==> config.mk <==
export PLATFORM = sky130hd
export DESIGN_NAME = conflict_set_reservation_table_flat
export DESIGN_NICKNAME = d
export VERILOG_FILES = /design/src/rtl/core/csrt_pkg.sv /design/src/rtl/core/csrt_req_if.sv /design/src/rtl/core/csrt_rsp_if.sv /design/src/rtl/core/csrt_cfg_regs.sv /design/src/rtl/core/csrt_pair_unit.sv /design/src/rtl/core/conflict_set_reservation_table.sv /design/src/flat_wrapper.sv
export SDC_FILE = /design/constraint.sdc
export NUM_CORES = 2
export LEC_CHECK = 0
export ABC_CLOCK_PERIOD_IN_PS = 15200
export BUFFER_PORTS_ARGS = -buffer_cell sky130_fd_sc_hd__buf_2
export CORE_UTILIZATION = 45
export CTS_CLUSTER_DIAMETER = 60
export DETAILED_ROUTE_END_ITERATION = 10
export GPL_TIMING_DRIVEN = 0
export PLACE_DENSITY = 0.67
export SLEW_MARGIN = 10
export SYNTH_ARGS = -nofsm -noshare
export SYNTH_HDL_FRONTEND = slang
export SYNTH_SLANG_ARGS = --single-unit
==> constraint.sdc <==
create_clock -name clk -period 15.2 [get_ports clk]
set_input_delay 4.56 -clock clk [delete_from_list [all_inputs] [get_ports clk]]
set_output_delay 4.56 -clock clk [all_outputs]
set_load 0.02 [all_outputs]
==> src/rtl/core/csrt_pkg.sv <==
package csrt_pkg;

	localparam int MOVEMENTS  = 8;
	localparam int TRAIN_BITS = 16;
	localparam int ISECT_BITS = 3;

	localparam int IDX_W  = $clog2(MOVEMENTS);
	localparam int MASK_W = 8;
	localparam int ADDR_W = 6;
	localparam int DATA_W = 64;

	typedef logic [IDX_W-1:0]      idx_t;
	typedef logic [MOVEMENTS-1:0]  mov_vec_t;
	typedef logic [TRAIN_BITS-1:0] train_t;
	typedef logic [ISECT_BITS-1:0] isect_t;

	localparam logic [MASK_W-1:0] MOV_MASK = MASK_W'((16'd1 << MOVEMENTS) - 16'd1);
	localparam idx_t LAST_IDX = idx_t'(MOVEMENTS - 1);

	localparam logic [1:0] CMD_CHECK   = 2'd0;
	localparam logic [1:0] CMD_RESERVE = 2'd1;
	localparam logic [1:0] CMD_MARK    = 2'd2;
	localparam logic [1:0] CMD_CANCEL  = 2'd3;

	localparam logic [2:0] ST_OK          = 3'd0;
	localparam logic [2:0] ST_EMPTY_TRAIN = 3'd1;
	localparam logic [2:0] ST_UNKNOWN     = 3'd2;
	localparam logic [2:0] ST_CONFLICT    = 3'd3;
	localparam logic [2:0] ST_OCCUPIED    = 3'd4;
	localparam logic [2:0] ST_PENDING     = 3'd5;
	localparam logic [2:0] ST_NONE_CLEAR  = 3'd6;

	localparam logic [2:0] REG_REGISTERED = 3'd0;
	localparam logic [2:0] REG_CONFLICT   = 3'd1;
	localparam logic [2:0] REG_CLR_LOW    = 3'd2;
	localparam logic [2:0] REG_CLR_HIGH   = 3'd3;
	localparam logic [2:0] REG_ISECT_MAP  = 3'd4;
	localparam logic [2:0] REG_DEFAULT    = 3'd5;

	typedef struct packed {
		logic [7:0]  registered;
		logic [63:0] conflict;
		logic [63:0] clr_low;
		logic [63:0] clr_high;
		logic [23:0] isect_map;
		logic [15:0] dflt_clr;
	} cfg_t;

	function automatic isect_t isect_of(input cfg_t cfg, input idx_t idx);
		return cfg.isect_map[3*idx +: ISECT_BITS];
	endfunction

	function automatic logic [15:0] clearance_of(input cfg_t cfg, input idx_t idx);
		logic [127:0] words;
		logic [15:0]  own;
		words = {cfg.clr_high, cfg.clr_low};
		own   = words[16*idx +: 16];
		return (own != 16'd0) ? own : cfg.dflt_clr;
	endfunction

endpackage

==> src/rtl/core/csrt_req_if.sv <==
interface csrt_req_if;
	logic                      valid;
	logic                      ready;
	logic [1:0]                cmd;
	logic [7:0]                movement_mask;
	csrt_pkg::train_t          train;
	csrt_pkg::isect_t          intersection;
	logic [63:0]               now_ms;

	modport source (output valid, cmd, movement_mask, train, intersection, now_ms,
		input ready);
	modport sink (input valid, cmd, movement_mask, train, intersection, now_ms,
		output ready);
endinterface

==> src/rtl/core/csrt_rsp_if.sv <==
interface csrt_rsp_if;
	logic       valid;
	logic       ready;
	logic       ok;
	logic [2:0] status;
	logic [2:0] fail_movement;
	logic [2:0] fail_intersection;
	logic [7:0] active_mask;

	modport source (output valid, ok, status, fail_movement, fail_intersection, active_mask,
		input ready);
	modport sink (input valid, ok, status, fail_movement, fail_intersection, active_mask,
		output ready);
endinterface

==> src/rtl/core/csrt_cfg_regs.sv <==
module csrt_cfg_regs (
	input  logic                         clk,
	input  logic                         arst_n,
	input  logic                         psel,
	input  logic                         penable,
	input  logic                         pwrite,
	input  logic [csrt_pkg::ADDR_W-1:0]  paddr,
	input  logic [csrt_pkg::DATA_W-1:0]  pwdata,
	output logic [csrt_pkg::DATA_W-1:0]  prdata,
	output logic                         pready,
	output csrt_pkg::cfg_t               cfg
);

	logic [2:0] reg_idx;
	logic       wr_en;
	csrt_pkg::cfg_t cfg_q;

	assign reg_idx = paddr[5:3];
	assign pready  = 1'b1;
	assign wr_en   = psel && penable && pwrite;
	assign cfg     = cfg_q;

	always_ff @(posedge clk or negedge arst_n) begin
		if (!arst_n) begin
			cfg_q <= '0;
		end else if (wr_en) begin
			case (reg_idx)
				csrt_pkg::REG_REGISTERED: cfg_q.registered <= pwdata[7:0];
				csrt_pkg::REG_CONFLICT:   cfg_q.conflict   <= pwdata;
				csrt_pkg::REG_CLR_LOW:    cfg_q.clr_low    <= pwdata;
				csrt_pkg::REG_CLR_HIGH:   cfg_q.clr_high   <= pwdata;
				csrt_pkg::REG_ISECT_MAP:  cfg_q.isect_map  <= pwdata[23:0];
				csrt_pkg::REG_DEFAULT:    cfg_q.dflt_clr   <= pwdata[15:0];
				default: ;
			endcase
		end
	end

	always_comb begin
		case (reg_idx)
			csrt_pkg::REG_REGISTERED: prdata = {56'd0, cfg_q.registered};
			csrt_pkg::REG_CONFLICT:   prdata = cfg_q.conflict;
			csrt_pkg::REG_CLR_LOW:    prdata = cfg_q.clr_low;
			csrt_pkg::REG_CLR_HIGH:   prdata = cfg_q.clr_high;
			csrt_pkg::REG_ISECT_MAP:  prdata = {40'd0, cfg_q.isect_map};
			csrt_pkg::REG_DEFAULT:    prdata = {48'd0, cfg_q.dflt_clr};
			default:                  prdata = '0;
		endcase
	end

endmodule

==> src/rtl/core/csrt_pair_unit.sv <==
module csrt_pair_unit (
	input  csrt_pkg::cfg_t     cfg,
	input  csrt_pkg::idx_t     row_idx,
	input  csrt_pkg::idx_t     col_idx,
	input  logic [63:0]        now_ms,
	input  logic [63:0]        stamp,
	output csrt_pkg::mov_vec_t conflict_row,
	output logic               clear_short
);

	csrt_pkg::isect_t row_isect;
	logic [15:0]      clr_row;
	logic [15:0]      clr_col;
	logic [15:0]      need;
	logic [64:0]      elapsed;

	always_comb begin
		row_isect = csrt_pkg::isect_of(cfg, row_idx);
		for (int j = 0; j < csrt_pkg::MOVEMENTS; j++) begin
			conflict_row[j] =
				(csrt_pkg::isect_of(cfg, csrt_pkg::idx_t'(j)) == row_isect) &&
				((row_idx == csrt_pkg::idx_t'(j)) ||
				 cfg.conflict[{3'(row_idx), 3'(j)}] ||
				 cfg.conflict[{3'(j), 3'(row_idx)}]);
		end
	end

	// larger of the two clearances against time since the stamp
	always_comb begin
		clr_row     = csrt_pkg::clearance_of(cfg, row_idx);
		clr_col     = csrt_pkg::clearance_of(cfg, col_idx);
		need        = (clr_row > clr_col) ? clr_row : clr_col;
		elapsed     = {1'b0, now_ms} - {1'b0, stamp};
		clear_short = conflict_row[col_idx] &&
			(elapsed[64] || (elapsed[63:0] < {48'd0, need}));
	end

endmodule

==> src/rtl/core/conflict_set_reservation_table.sv <==
// Reservation table for up to eight movements. Each request is a command
// transfer on the request channel and gives exactly one transfer on the
// response channel; the block takes one request at a time and is not ready
// while it works. Mark cleared and cancel pass from acceptance through the
// release state to the done state. A reserve for an empty train, or a check
// or reserve naming an unknown movement, goes straight to the done state;
// otherwise the request is scanned pairwise, then each movement index is
// walked and each requested one is checked against every stored movement.
// The walk is serialised on the single conflict and 64-bit clearance
// comparator, shared by every pair in the walk. A finished result
// sits in an output register, so a new request is accepted while it waits.
// Configuration registers sit at byte address 8*index on the APB port.
module conflict_set_reservation_table (
	input  logic                         clk,
	input  logic                         arst_n,
	input  logic                         psel,
	input  logic                         penable,
	input  logic                         pwrite,
	input  logic [csrt_pkg::ADDR_W-1:0]  paddr,
	input  logic [csrt_pkg::DATA_W-1:0]  pwdata,
	output logic [csrt_pkg::DATA_W-1:0]  prdata,
	output logic                         pready,
	csrt_req_if.sink                     request,
	csrt_rsp_if.source                   response
);

	typedef enum logic [2:0] {
		S_IDLE,
		S_PAIR,
		S_ROW,
		S_CLEAR,
		S_RELEASE,
		S_DONE
	} state_t;

	state_t               state_q;
	csrt_pkg::cfg_t       cfg;
	logic [1:0]           cmd_q;
	csrt_pkg::mov_vec_t   req_q;
	csrt_pkg::train_t     train_q;
	csrt_pkg::isect_t     isect_q;
	logic [63:0]          now_q;
	csrt_pkg::idx_t       i_q;
	csrt_pkg::idx_t       k_q;
	logic [2:0]           status_q;
	logic [2:0]           fmov_q;
	logic [2:0]           fisect_q;
	csrt_pkg::mov_vec_t   active_q;
	csrt_pkg::mov_vec_t   clear_valid_q;
	csrt_pkg::train_t     holder_q [csrt_pkg::MOVEMENTS];
	logic [63:0]          stamp_q  [csrt_pkg::MOVEMENTS];
	logic                 out_valid_q;
	logic                 out_ok_q;
	logic [2:0]           out_status_q;
	logic [2:0]           out_fmov_q;
	logic [2:0]           out_fisect_q;
	logic [7:0]           out_active_q;

	csrt_pkg::mov_vec_t   reg_vec;
	csrt_pkg::mov_vec_t   higher;
	csrt_pkg::mov_vec_t   conflict_row;
	csrt_pkg::mov_vec_t   match_train;
	csrt_pkg::mov_vec_t   match_mark;
	logic [7:0]           unknown;
	logic [2:0]           unknown_idx;
	logic                 clear_short;
	logic                 accept;
	logic                 commit;
	csrt_pkg::isect_t     row_isect;

	csrt_cfg_regs u_cfg (
		.clk     (clk),
		.arst_n  (arst_n),
		.psel    (psel),
		.penable (penable),
		.pwrite  (pwrite),
		.paddr   (paddr),
		.pwdata  (pwdata),
		.prdata  (prdata),
		.pready  (pready),
		.cfg     (cfg)
	);

	csrt_pair_unit u_pair (
		.cfg          (cfg),
		.row_idx      (i_q),
		.col_idx      (k_q),
		.now_ms       (now_q),
		.stamp        (stamp_q[k_q]),
		.conflict_row (conflict_row),
		.clear_short  (clear_short)
	);

	assign request.ready = (state_q == S_IDLE);
	assign accept        = request.valid && request.ready;

	assign response.valid             = out_valid_q;
	assign response.ok                = out_ok_q;
	assign response.status            = out_status_q;
	assign response.fail_movement     = out_fmov_q;
	assign response.fail_intersection = out_fisect_q;
	assign response.active_mask       = out_active_q;

	always_comb begin
		reg_vec   = cfg.registered[csrt_pkg::MOVEMENTS-1:0];
		unknown   = request.movement_mask & ~(cfg.registered & csrt_pkg::MOV_MASK);
		higher    = (csrt_pkg::mov_vec_t'('1) << i_q) << 1;
		row_isect = csrt_pkg::isect_of(cfg, i_q);
		unknown_idx = 3'd0;
		for (int j = 7; j >= 0; j--) begin
			if (unknown[j]) begin
				unknown_idx = 3'(j);
			end
		end
		for (int j = 0; j < csrt_pkg::MOVEMENTS; j++) begin
			match_train[j] = active_q[j] && (holder_q[j] == train_q);
			match_mark[j]  = match_train[j] &&
				(csrt_pkg::isect_of(cfg, csrt_pkg::idx_t'(j)) == isect_q);
		end
	end

	// request passes all checks once the last index has been walked
	always_comb begin
		commit = 1'b0;
		case (state_q)
			S_ROW:   commit = !req_q[i_q] && (i_q == csrt_pkg::LAST_IDX);
			S_CLEAR: commit = !(clear_valid_q[k_q] && reg_vec[k_q] && clear_short) &&
				(k_q == csrt_pkg::LAST_IDX) && (i_q == csrt_pkg::LAST_IDX);
			default: commit = 1'b0;
		endcase
	end

	always_ff @(posedge clk or negedge arst_n) begin
		if (!arst_n) begin
			state_q       <= S_IDLE;
			active_q      <= '0;
			clear_valid_q <= '0;
			out_valid_q   <= 1'b0;
			cmd_q         <= csrt_pkg::CMD_CHECK;
			req_q         <= '0;
			train_q       <= '0;
			isect_q       <= '0;
			now_q         <= '0;
			i_q           <= '0;
			k_q           <= '0;
			status_q      <= csrt_pkg::ST_OK;
			fmov_q        <= '0;
			fisect_q      <= '0;
			out_ok_q      <= 1'b0;
			out_status_q  <= csrt_pkg::ST_OK;
			out_fmov_q    <= '0;
			out_fisect_q  <= '0;
			out_active_q  <= '0;
		end else begin
			if (response.ready && state_q != S_DONE) begin
				out_valid_q <= 1'b0;
			end
			if (commit) begin
				status_q <= csrt_pkg::ST_OK;
				state_q  <= S_DONE;
				if (cmd_q == csrt_pkg::CMD_RESERVE) begin
					active_q <= active_q | req_q;
				end
			end
			case (state_q)
				S_IDLE: begin
					if (accept) begin
						cmd_q    <= request.cmd;
						req_q    <= request.movement_mask[csrt_pkg::MOVEMENTS-1:0];
						train_q  <= request.train;
						isect_q  <= request.intersection;
						now_q    <= request.now_ms;
						i_q      <= '0;
						k_q      <= '0;
						status_q <= csrt_pkg::ST_OK;
						fmov_q   <= '0;
						fisect_q <= '0;
						if (request.cmd == csrt_pkg::CMD_MARK ||
							request.cmd == csrt_pkg::CMD_CANCEL) begin
							state_q <= S_RELEASE;
						end else if (request.cmd == csrt_pkg::CMD_RESERVE &&
							request.train == '0) begin
							status_q <= csrt_pkg::ST_EMPTY_TRAIN;
							state_q  <= S_DONE;
						end else if (unknown != 8'd0) begin
							status_q <= csrt_pkg::ST_UNKNOWN;
							fmov_q   <= unknown_idx;
							state_q  <= S_DONE;
						end else begin
							state_q <= S_PAIR;
						end
					end
				end
				S_PAIR: begin
					if (req_q[i_q] && ((conflict_row & req_q & higher) != '0)) begin
						status_q <= csrt_pkg::ST_CONFLICT;
						fmov_q   <= 3'(i_q);
						state_q  <= S_DONE;
					end else if (i_q == csrt_pkg::LAST_IDX) begin
						i_q     <= '0;
						state_q <= S_ROW;
					end else begin
						i_q <= i_q + 1'b1;
					end
				end
				S_ROW: begin
					if (!req_q[i_q]) begin
						if (i_q != csrt_pkg::LAST_IDX) begin
							i_q <= i_q + 1'b1;
						end
					end else if ((conflict_row & active_q & reg_vec) != '0) begin
						status_q <= csrt_pkg::ST_OCCUPIED;
						fisect_q <= 3'(row_isect);
						state_q  <= S_DONE;
					end else begin
						k_q     <= '0;
						state_q <= S_CLEAR;
					end
				end
				S_CLEAR: begin
					if (clear_valid_q[k_q] && reg_vec[k_q] && clear_short) begin
						status_q <= csrt_pkg::ST_PENDING;
						fisect_q <= 3'(row_isect);
						state_q  <= S_DONE;
					end else if (k_q == csrt_pkg::LAST_IDX) begin
						if (i_q != csrt_pkg::LAST_IDX) begin
							i_q     <= i_q + 1'b1;
							state_q <= S_ROW;
						end
					end else begin
						k_q <= k_q + 1'b1;
					end
				end
				S_RELEASE: begin
					state_q <= S_DONE;
					if (cmd_q == csrt_pkg::CMD_MARK) begin
						if (match_mark != '0) begin
							active_q      <= active_q & ~match_mark;
							clear_valid_q <= clear_valid_q | match_mark;
							status_q      <= csrt_pkg::ST_OK;
						end else begin
							status_q <= csrt_pkg::ST_NONE_CLEAR;
						end
					end else begin
						active_q <= active_q & ~match_train;
						status_q <= csrt_pkg::ST_OK;
					end
				end
				S_DONE: begin
					if (!out_valid_q || response.ready) begin
						out_valid_q  <= 1'b1;
						out_ok_q     <= (status_q == csrt_pkg::ST_OK);
						out_status_q <= status_q;
						out_fmov_q   <= fmov_q;
						out_fisect_q <= fisect_q;
						out_active_q <= 8'(active_q);
						state_q      <= S_IDLE;
					end
				end
				default: state_q <= S_IDLE;
			endcase
		end
	end

	always_ff @(posedge clk) begin
		for (int j = 0; j < csrt_pkg::MOVEMENTS; j++) begin
			if (commit && cmd_q == csrt_pkg::CMD_RESERVE && req_q[j]) begin
				holder_q[j] <= train_q;
			end
			if (state_q == S_RELEASE && cmd_q == csrt_pkg::CMD_MARK && match_mark[j]) begin
				stamp_q[j] <= now_q;
			end
		end
	end

endmodule
==> src/flat_wrapper.sv <==
// flat-port wrapper written by rule: the top's interface ports become plain ports
module conflict_set_reservation_table_flat 
  (clk, arst_n, psel, penable, pwrite, paddr, pwdata, prdata, pready, request_valid, request_cmd, request_movement_mask, request_train, request_intersection, request_now_ms, request_ready, response_valid, response_ok, response_status, response_fail_movement, response_fail_intersection, response_active_mask, response_ready);
  csrt_req_if request_i ();
  csrt_rsp_if response_i ();
  input  logic clk;
  input  logic arst_n;
  input  logic psel;
  input  logic penable;
  input  logic pwrite;
  input  logic [csrt_pkg::ADDR_W-1:0] paddr;
  input  logic [csrt_pkg::DATA_W-1:0] pwdata;
  output logic [csrt_pkg::DATA_W-1:0] prdata;
  output logic pready;
  input wire logic [$bits(request_i.valid)-1:0] request_valid;
  input wire logic [$bits(request_i.cmd)-1:0] request_cmd;
  input wire logic [$bits(request_i.movement_mask)-1:0] request_movement_mask;
  input wire logic [$bits(request_i.train)-1:0] request_train;
  input wire logic [$bits(request_i.intersection)-1:0] request_intersection;
  input wire logic [$bits(request_i.now_ms)-1:0] request_now_ms;
  output wire logic [$bits(request_i.ready)-1:0] request_ready;
  output wire logic [$bits(response_i.valid)-1:0] response_valid;
  output wire logic [$bits(response_i.ok)-1:0] response_ok;
  output wire logic [$bits(response_i.status)-1:0] response_status;
  output wire logic [$bits(response_i.fail_movement)-1:0] response_fail_movement;
  output wire logic [$bits(response_i.fail_intersection)-1:0] response_fail_intersection;
  output wire logic [$bits(response_i.active_mask)-1:0] response_active_mask;
  input wire logic [$bits(response_i.ready)-1:0] response_ready;
  assign request_i.valid = request_valid;
  assign request_i.cmd = request_cmd;
  assign request_i.movement_mask = request_movement_mask;
  assign request_i.train = request_train;
  assign request_i.intersection = request_intersection;
  assign request_i.now_ms = request_now_ms;
  assign request_ready = request_i.ready;
  assign response_valid = response_i.valid;
  assign response_ok = response_i.ok;
  assign response_status = response_i.status;
  assign response_fail_movement = response_i.fail_movement;
  assign response_fail_intersection = response_i.fail_intersection;
  assign response_active_mask = response_i.active_mask;
  assign response_i.ready = response_ready;
  conflict_set_reservation_table u_core (.clk(clk), .arst_n(arst_n), .psel(psel), .penable(penable), .pwrite(pwrite), .paddr(paddr), .pwdata(pwdata), .prdata(prdata), .pready(pready), .request(request_i), .response(response_i));
endmodule
==> results.md <==
- Run status: finished, final reports clean
- Routed wire length: 171000 µm
- DRT iter0 DRCs: 3908
- WL met2: 78800 µm
- Number of antenna violations at the first check in global routing: 12
- Class of the most critical setup path: reg2reg
- Top flip-flop cell by instance count after synthesis: sky130_fd_sc_hd__edfxtp_1
- Die span in y: 340 µm
- Layout cells sized above 1: 24.2%
- Final hold slack: 470 ps
- Count of max-cap constraint violations: 0
- Effective utilization at floorplan: 45.5%
- DR WL met3: 13400 µm
- Power per unit of standard cell area: 168 nW/µm²
- Synth Register Bits: 1026
- Topmost layer with routed signal wires: met5
- Part of the Yosys area used for sequential elements: 56.3%
- Post-Route Utilization: 52.2%
- Commonest non-fill, non-tap cells in the layout: sky130_fd_sc_hd__edfxtp_1 (640), sky130_fd_sc_hd__nand2_1 (469), sky130_fd_sc_hd__dfrtp_1 (386)
- Buffers inserted during post-CTS setup optimization: 0
- Stage delay of the slowest cell on the critical path: 950 ps
- Critical path buffer and inverter count: 8
- Per-cell routed wire length: 28.8 µm
- Kind of end point of the critical path: register
- CTS clock-pin slew for the worst setup and hold paths: 60 ps
- Origin of the worst setup path: u_core.k_q[1]
- Clk root buf: sky130_fd_sc_hd__clkbuf_16
- Depth of the most critical reg-to-reg path: 31
- Number of placed instances, taps included: 5726
- Number of H-tree levels: 3
- CTS sink count: 1026
- Min cycle time layout: 12850 ps
- Achievable Freq: 77.8 MHz
- First-pass GRT wire length: 249000 µm
- First-pass detailed-route iteration total: 5
- Post-Route Setup TNS: 0 ps
- Top delay family on crit path: buffers and inverters
- Type of element launching the critical path: register
- Total Die Area: 115000 µm²
- Area added between synthesis and finish: 14.8%
- Data required time of the critical path: 15500 ps
- Number of nets in the layout: 4613
- Largest net degree at the start of global routing: 103
- Crit path top cell by count: sky130_fd_sc_hd__clkbuf_1
- Synthesized net count: 4181
- Number of input and output port buffers inserted: 249
- Total clock buffers created by CTS: 110
- Total half-perimeter wirelength after legalization and detailed placement: 130000 µm
- Worst IR Drop VDD: 0.000104 V
- CTS Hold Bufs: 0
- Distinct cell type count after synthesis: 95
- Endpoint with the worst hold slack: u_core.clear_valid_q[2]
- Vias after detailed routing: 36422
- Number of primary I/O pins: 255
- Final number of setup-violating endpoints: 0
- Count of endpoints failing hold in the final timing report: 0
- Number of global-route vias before repair: 35712
- Worst min-delay path startpoint: u_core.clear_valid_q[2]
- Count of flip-flops with a built-in enable after synthesis: 640
- Area of the core region: 113000 µm²
- Leakage power total: 22.4 nW
- DR DRC count: 0
- Async set-or-reset flop fraction in the synthesized netlist: 37.6%
- Data arrival time of the worst path: 13150 ps
- Instance count of the mapped netlist: 3906
- Unrepaired setup endpoints after global routing: no
- Reg-to-reg endpoint: u_core.holder_q[2][14]
- Beginning of the worst register-to-register path: u_core.k_q[1]
- CTS resizes: 0
- Detailed-route vias per instance: 6.13
- Largest clock skew in the final design: 42.4 ps
- Most frequent standard cell in the layout excluding fill and tap cells: sky130_fd_sc_hd__edfxtp_1
- Warnings, synthesis: 0
- Critical-path top delay cell: sky130_fd_sc_hd__o41ai_1
- Clk Latency, worst-skew pair: 740 ps
- Setup slack of the critical path after layout: 2350 ps
- Post-Syn Area: 51300 µm²
- Tot GR Track Use: 29.4%
- Max Fanout on Critical Path: 16
- Period utilization: 84.5%
- Routed Antenna Nets: 0
- Site Rows: 123
- Layout Cells excl Fill: 5938
- Avg Cell Area, Syn: 13.1 µm²
- Slew HR: 13.4%
- Max-slew violation count: 0
- Post-route met1 wirelength: 68500 µm
- Worst-case clock buffer depth: 3
- Actual slew at the worst max-slew pin: 1290 ps
- Horizontal extent of the die: 340 µm
- Worst hold path cell count: 1
- Overflow left after global routing: 0
- Register-to-register setup slack: 2350 ps
- Class of the worst hold path: reg2reg
- Filler cell count in the final layout: 9584
- Dpl ws: 2710 ps
- TritonCTS clock tree: yes
- Placer's final routability congestion estimate: 0.997
## through the flow
| stage | power [mW] | area (µm²) |
|---|---|---|
| floorplan | 5.92 | 51300 |
| global placement | 7.10 | 54500 |
| detailed placement | 7.17 | 55300 |
| CTS | 9.89 | 58900 |
| global route | 10.3 | 58900 |
| finish | 9.92 | 58900 |
## state kept, by name, summed over array words and instances, names as in the netlist, 2 cells and up
signal                             count
u_core.status_q                        3
u_core.state_q                         3
u_core.stamp_q                       512
u_core.train_q                        16
u_core.u_cfg.cfg                     240
u_core.holder_q                      128
u_core.i_q                             3
u_core.now_q                          64
u_core.cmd_q                           2
u_core.response.active_mask            8
u_core.response.fail_movement          3
u_core.active_q                        8
u_core.fisect_q                        3
u_core.k_q                             3
u_core.req_q                           8
u_core.response.fail_intersection      3
u_core.clear_valid_q                   8
u_core.fmov_q                          3
u_core.response.status                 3
u_core.isect_q                         3
## cell usage after synthesis, types with 55 or more instances
library cell | instances | share of area [%]
sky130_fd_sc_hd__nand2_1 | 469 | 3.4
sky130_fd_sc_hd__nand4_1 | 62 | 0.76
sky130_fd_sc_hd__nor3_1 | 55 | 0.54
sky130_fd_sc_hd__clkbuf_1 | 158 | 1.2
sky130_fd_sc_hd__mux2_2 | 324 | 7.1
sky130_fd_sc_hd__a22oi_1 | 62 | 0.91
sky130_fd_sc_hd__o21ai_0 | 114 | 1.1
sky130_fd_sc_hd__nand3_1 | 65 | 0.63
sky130_fd_sc_hd__ha_1 | 104 | 2.5
sky130_fd_sc_hd__a21oi_1 | 136 | 1.3
sky130_fd_sc_hd__dfrtp_1 | 386 | 19
sky130_fd_sc_hd__nor2_1 | 200 | 1.5
sky130_fd_sc_hd__mux2i_1 | 143 | 2.8
sky130_fd_sc_hd__xor2_1 | 166 | 2.8
sky130_fd_sc_hd__mux4_2 | 187 | 8.2
sky130_fd_sc_hd__edfxtp_1 | 640 | 37
## where the power goes
group / switching [mW] / leakage (nW) / internal, mW
Clock: 1.15 / 1.78 / 1.56
Combinational: 1.99 / 9.92 / 1.17
Sequential: 0.585 / 10.8 / 3.46
## routing by layer
metal | up-vias | track usage [%]
met3 | 379 | 4.81
met2 | 1855 | 46.2
met5 | - | 0
met1 | 18431 | 39.5
met4 | 2 | 15.1
li1 | 15755 | -
## logic make-up (layout without fill, tap and decap cells)
| family | Yosys count | after routing | share of synthesized area, % |
|---|---|---|---|
| buffers and inverters | 252 | 780 | 2.00 |
| DFF | 1026 | 1026 | 56.3 |
| and+or+nand+nor | 1053 | 1053 | 9.50 |
| muxes | 657 | 657 | 18.2 |
| AOI/OAI and AO/OA | 600 | 600 | 7.88 |
| other | 1 | 5 | 0.00731 |
| xor gates and xnor gates | 212 | 212 | 3.62 |
| adders and majority gates | 105 | 105 | 2.57 |
## worst max-delay path by stage
| stage | end | slack [ps] | cells after the start |
|---|---|---|---|
| floorplan | prdata[14] | 4300 | 6 |
| global placement | u_core.now_q[42] | 1400 | 1 |
| detailed placement | u_core.holder_q[2][10] | 2710 | 32 |
| CTS | u_core.holder_q[2][11] | 2640 | 32 |
| global route | u_core.holder_q[1][27] | 2010 | 32 |
| finish | u_core.holder_q[2][14] | 2350 | 31 |
## layout make-up
type,count,area (µm²),area share [%]
antenna,4,10.0,0.0170
buffer,225,927,1.57
timing repair buffer,320,2000,3.39
sequential,1026,28900,49.0
multi-input combinational,2628,21500,36.4
clock buffer,156,3090,5.24
tap,1500,1880,3.18
clock inverter,52,579,0.983
inverter,27,101,0.172
Note: power is estimated with default switching activity, not from simulation.
